## src/hdl/cfp_pkg.sv

```systemverilog
// Shared types, widths and status codes for the circle-from-three-points block.
// Used by cfp_div_cell, cfp_sqrt_cell and circle_from_three_points.
package cfp_pkg;

  localparam int COORD_W  = 16;  // input coordinate
  localparam int DIFF_W   = 17;  // difference of two coordinates
  localparam int PROD_W   = 34;  // product of two differences, determinant
  localparam int SQ_W     = 34;  // squared length of a difference vector
  localparam int NUM_W    = 52;  // numerator, magnitude of quotient
  localparam int DEN_W    = 34;  // magnitude of twice the determinant
  localparam int REM_W    = DEN_W + 1;
  localparam int OFF_W    = NUM_W + 1;
  localparam int OUT_W    = 32;
  localparam int CTR_W    = OUT_W + 2;
  localparam int R2_W     = 2 * OUT_W;
  localparam int DIV_STEPS  = NUM_W;
  localparam int SQRT_STEPS = OUT_W;

  typedef enum logic [1:0] {
    ST_OK        = 2'd0,
    ST_COLLINEAR = 2'd1,
    ST_RANGE     = 2'd2
  } status_e;

  // Two restoring dividers running side by side on one shared divisor.
  typedef struct packed {
    logic [REM_W-1:0]          rem_x;
    logic [REM_W-1:0]          rem_y;
    logic [NUM_W-1:0]          nq_x;   // numerator bits out, quotient bits in
    logic [NUM_W-1:0]          nq_y;
    logic [DEN_W-1:0]          den;
    logic                      neg_x;
    logic                      neg_y;
    logic                      coll;
    logic signed [COORD_W-1:0] ax;
    logic signed [COORD_W-1:0] ay;
  } div_t;

  typedef struct packed {
    logic [R2_W-1:0]          n;
    logic [R2_W-1:0]          root;
    status_e                  status;
    logic signed [OUT_W-1:0]  cx;
    logic signed [OUT_W-1:0]  cy;
  } sq_t;

  typedef struct packed {
    status_e                  status;
    logic signed [OUT_W-1:0]  cx;
    logic signed [OUT_W-1:0]  cy;
    logic [OUT_W-1:0]         radius;
  } res_t;

endpackage

```

## src/hdl/cfp_div_cell.sv

```systemverilog
// One restoring-division step for the x and y quotients, sharing one divisor.
// Depends on cfp_pkg for div_t and the widths.
module cfp_div_cell (
  input  logic          clk_i,
  input  logic          rst_ni,
  input  logic          en_i,
  input  logic          valid_i,
  input  cfp_pkg::div_t data_i,
  output logic          valid_o,
  output cfp_pkg::div_t data_o
);

  logic                        valid_q;
  cfp_pkg::div_t               data_d, data_q;
  logic [cfp_pkg::REM_W-1:0]   sh_x, sh_y, dv;
  logic                        ge_x, ge_y;

  always_comb begin
    dv   = {1'b0, data_i.den};
    sh_x = {data_i.rem_x[cfp_pkg::REM_W-2:0], data_i.nq_x[cfp_pkg::NUM_W-1]};
    sh_y = {data_i.rem_y[cfp_pkg::REM_W-2:0], data_i.nq_y[cfp_pkg::NUM_W-1]};
    ge_x = sh_x >= dv;
    ge_y = sh_y >= dv;
    data_d       = data_i;
    data_d.rem_x = ge_x ? sh_x - dv : sh_x;
    data_d.rem_y = ge_y ? sh_y - dv : sh_y;
    data_d.nq_x  = {data_i.nq_x[cfp_pkg::NUM_W-2:0], ge_x};
    data_d.nq_y  = {data_i.nq_y[cfp_pkg::NUM_W-2:0], ge_y};
  end

  always_ff @(posedge clk_i or negedge rst_ni) begin
    if (!rst_ni) begin
      valid_q <= 1'b0;
    end else if (en_i) begin
      valid_q <= valid_i;
    end
  end

  always_ff @(posedge clk_i) begin
    if (en_i) begin
      data_q <= data_d;
    end
  end

  assign valid_o = valid_q;
  assign data_o  = data_q;

endmodule

```

## config.mk

```make
export PLATFORM = sky130hd
export DESIGN_NAME = cfp_div_cell
export DESIGN_NICKNAME = d
export VERILOG_FILES = /design/src/hdl/cfp_pkg.sv /design/src/hdl/cfp_div_cell.sv
export SDC_FILE = /design/constraint.sdc
export NUM_CORES = 1
export LEC_CHECK = 0
export ABC_CLOCK_PERIOD_IN_PS = 1050
export BUFFER_PORTS_ARGS = -buffer_cell sky130_fd_sc_hd__buf_4
export CORE_AREA = 5 5 189 191
export CTS_BUF_LIST = sky130_fd_sc_hd__clkbuf_8
export DETAILED_ROUTE_END_ITERATION = 8
export DIE_AREA = 0 0 194 196
export HOLD_SLACK_MARGIN = 0.1
export PLACE_DENSITY = 0.63
export SLEW_MARGIN = 20
export SYNTH_ARGS = -nofsm -noshare
export SYNTH_HDL_FRONTEND = slang
export SYNTH_SLANG_ARGS = --single-unit
```

## constraint.sdc

```tcl
create_clock -name clk_i -period 1.05 [get_ports clk_i]
set_clock_uncertainty 0.05 [all_clocks]
set_input_delay 0.21 -clock clk_i [delete_from_list [all_inputs] [get_ports clk_i]]
set_output_delay 0.21 -clock clk_i [all_outputs]
set_load 0.1 [all_outputs]
```

==> out/results.txt <==
Worst setup SP type: input port
Post-route antenna net violation count: 0
Register bit total from synthesis: 244
Setup ws final: -1.39 ns
WL final: 57600 um
Top area cells in the synthesized netlist: edfxtp_1, ha_1, a21oi_1, xnor2_1, nor2_1
Antenna violations before repair: 12
Avg Synthesized Cell Area: 13.0 sq um
Maximum number of pins on one net before global-route repair: 46
CTS HTree Levels: 2
YS warnings: 0
Height of the die: 196 um
Post-Syn Area: 0.0118 sq mm
Ports: 491
Total power: 0.0385 W
Static leakage: 10.5 nW
Ys flop type: edfxtp_1
Port Buffer Count: 488
Crit-path max FO: 6
Status: complete, but fails checks
TritonCTS clock tree: yes
Period Utilization, post-route: 233%
Worst slew pin tran: 0.490 ns
Wire per inst: 23.3 um
Congestion Overflow GR: 0
Fmax achieved: 410 MHz
Pins over their slew limit: 0
Commonest cells after routing, fill and taps aside: buf_4, buf_6, dlygate4sd3_1
Mapped Nets: 1224
HP Class: in2reg
RePlAce Congestion: 0.934
PD cells: 1590 mW/mm^2
Routed vias/inst: 4.90
Failing checks: negative hold slack, negative setup slack
Initial DRC count: 575
# DRC: 0
Total GRT Usage: 28.7%
Final count of negative-setup-slack endpoints: 350
Vias in the first global route: 13119
Routed vias: 12144
Critical path arrival: 2.74 ns
EDFF count, synth: 243
Row count: 68
Worst hold slack: -0.0712 ns
VDD IR-drop max: 1290 uV
Final min period: 2.44 ns
Maxcap violations: 0
Router iterations before antenna repair: 5
Nets: 2302
Top cell type's share of synthesized area: 62.0%
Relative slew slack: 67.3%
Crit. End Element: register
Sequential cell area fraction in the yosys report: 62.2%
WS Path Type: in2reg
Share of layout cells above drive strength 1: 53.2%
Cts bufs inserted: 44
Clock transition at path regs: 0.05 ns
Clk sink count: 244
Commonest non-fill, non-tap cell in the layout: buf_4
RSZ-0062 raised after global routing: yes
Core Area: 0.0339 sq mm
CTS Buffer Depth: 3
Dominant cell type by area after synthesis: edfxtp_1
Finished Cell Area: 0.0242 sq mm
Die area: 0.0380 sq mm
Worst skew pair latency: 0.61 ns
Req. time, crit path: 1.35 ns
Area delta synth->final: 106%
Die width: 194 um
Initial Util: 34.7%
Netlist cell types: 62
DP Area: 0.0185 sq mm
Asr flop ratio synth: 0.410%
CTS root buffer: clkbuf_8
Detail Placement HPWL: 39200 um
Final Hold Fails: 1
Gate Count Post-Synth: 907
Global-route wire length before repair: 82700 um
[worst max-delay path: stages]
cell and delay [ns]:
buf_8 0.10, inv_4 0.05, ha_4 0.19, and2_4 0.15, a221o_1 0.34, a31oi_2 0.17
o22a_2 0.19, o311ai_4 0.10, or4_4 0.45, a31o_4 0.31, buf_12 0.16, mux2_4 0.30
[kinds of logic after synthesis]
family / share of synthesized area, %
AO/OA/AOI/OAI: 12.8
XOR/XNOR: 4.76
adder cells (fa/ha/maj): 7.57
buffers and inverters: 2.88
flip-flops: 62.2
multiplexers: 2.52
AND/OR/NAND/NOR: 7.21
[registers in the layout, indices dropped and copies added (netlist names)]
name and cells:
valid_o 1, data_o 243
[routing by layer]
layer / GRT usage (%) / wire [um]
met5: 0 / 96
met4: 13.6 / 2880
met3: 8.69 / 4690
met2: 50.5 / 29100
met1: 31.8 / 20800
[synth_stat cells (16+ instances only)]
cell and count:
nand2_1 37, inv_1 54, a21oi_1 102, nand3_1 22, a21o_1 26, o21ai_0 40, xor2_1 19, edfxtp_1 243
nor2_1 75, ha_1 68, xnor2_1 45, mux2_2 17, clkbuf_1 16
[area by class of cell]
cell class / count / area, sq um
fill: 2234 / 9700
clock buffer: 45 / 619
tap: 455 / 569
inverter: 54 / 249
multi-input combinational: 583 / 5230
clock inverter: 33 / 150
timing repair buffer: 1058 / 10100
sequential: 244 / 7330
antenna: 4 / 10.0
[stage by stage]
step                setup TNS [ns]  hold slack, ns  setup WS (ns)  instances  utilization, %
CTS                        -196.62          -0.159          -1.35       2461            69.9
global route               -204.04          -0.114          -1.41       2474            71.4
finish                     -189.03         -0.0712          -1.39       2476            71.4
global placement           -136.24         -0.0570          -2.22       2099            54.4
detailed placement         -139.42         -0.0614          -2.23       2099            54.4
floorplan                  -139.25          -0.136          -1.88        907               -
[worst paths after layout]
| check | to | depth (start not counted) | slack (ns) | start |
|---|---|---|---|---|
| setup / recovery | data_o[193]$_DFFE_PP_ | 12 | -1.39 | data_i[55] |
| hold / removal | data_o[209]$_DFFE_PP_ | 2 | -0.07 | data_i[208] |
| min in group asynchronous | valid_o$_DFFE_PN0P_ | 3 | 0.38 | rst_ni |
| setup reg to reg | valid_o$_DFFE_PN0P_ | 1 | 0.13 | valid_o$_DFFE_PN0P_ |
| hold reg to reg | valid_o$_DFFE_PN0P_ | 1 | 0.56 | valid_o$_DFFE_PN0P_ |
| max in group asynchronous | valid_o$_DFFE_PN0P_ | 3 | 0.45 | rst_ni |
[timing repair]
item                                    CTS  global route
hold endpoints to repair                322             3
gates cloned                              8             2
endpoints found under the setup margin  316           318
gates resized for setup                 394           110
pin swaps                                50            28
buffers inserted                         35            16
hold buffers                            243             2
[where the power goes]
group | internal [W] | switching, W | leakage, nW
Clock | 0.00401 | 0.00434 | 0.455
Combinational | 0.00635 | 0.0112 | 7.68
Sequential | 0.0120 | 0.000591 | 2.39
Total | 0.0223 | 0.0161 | 10.5
Power figures use the tool's default switching activity.
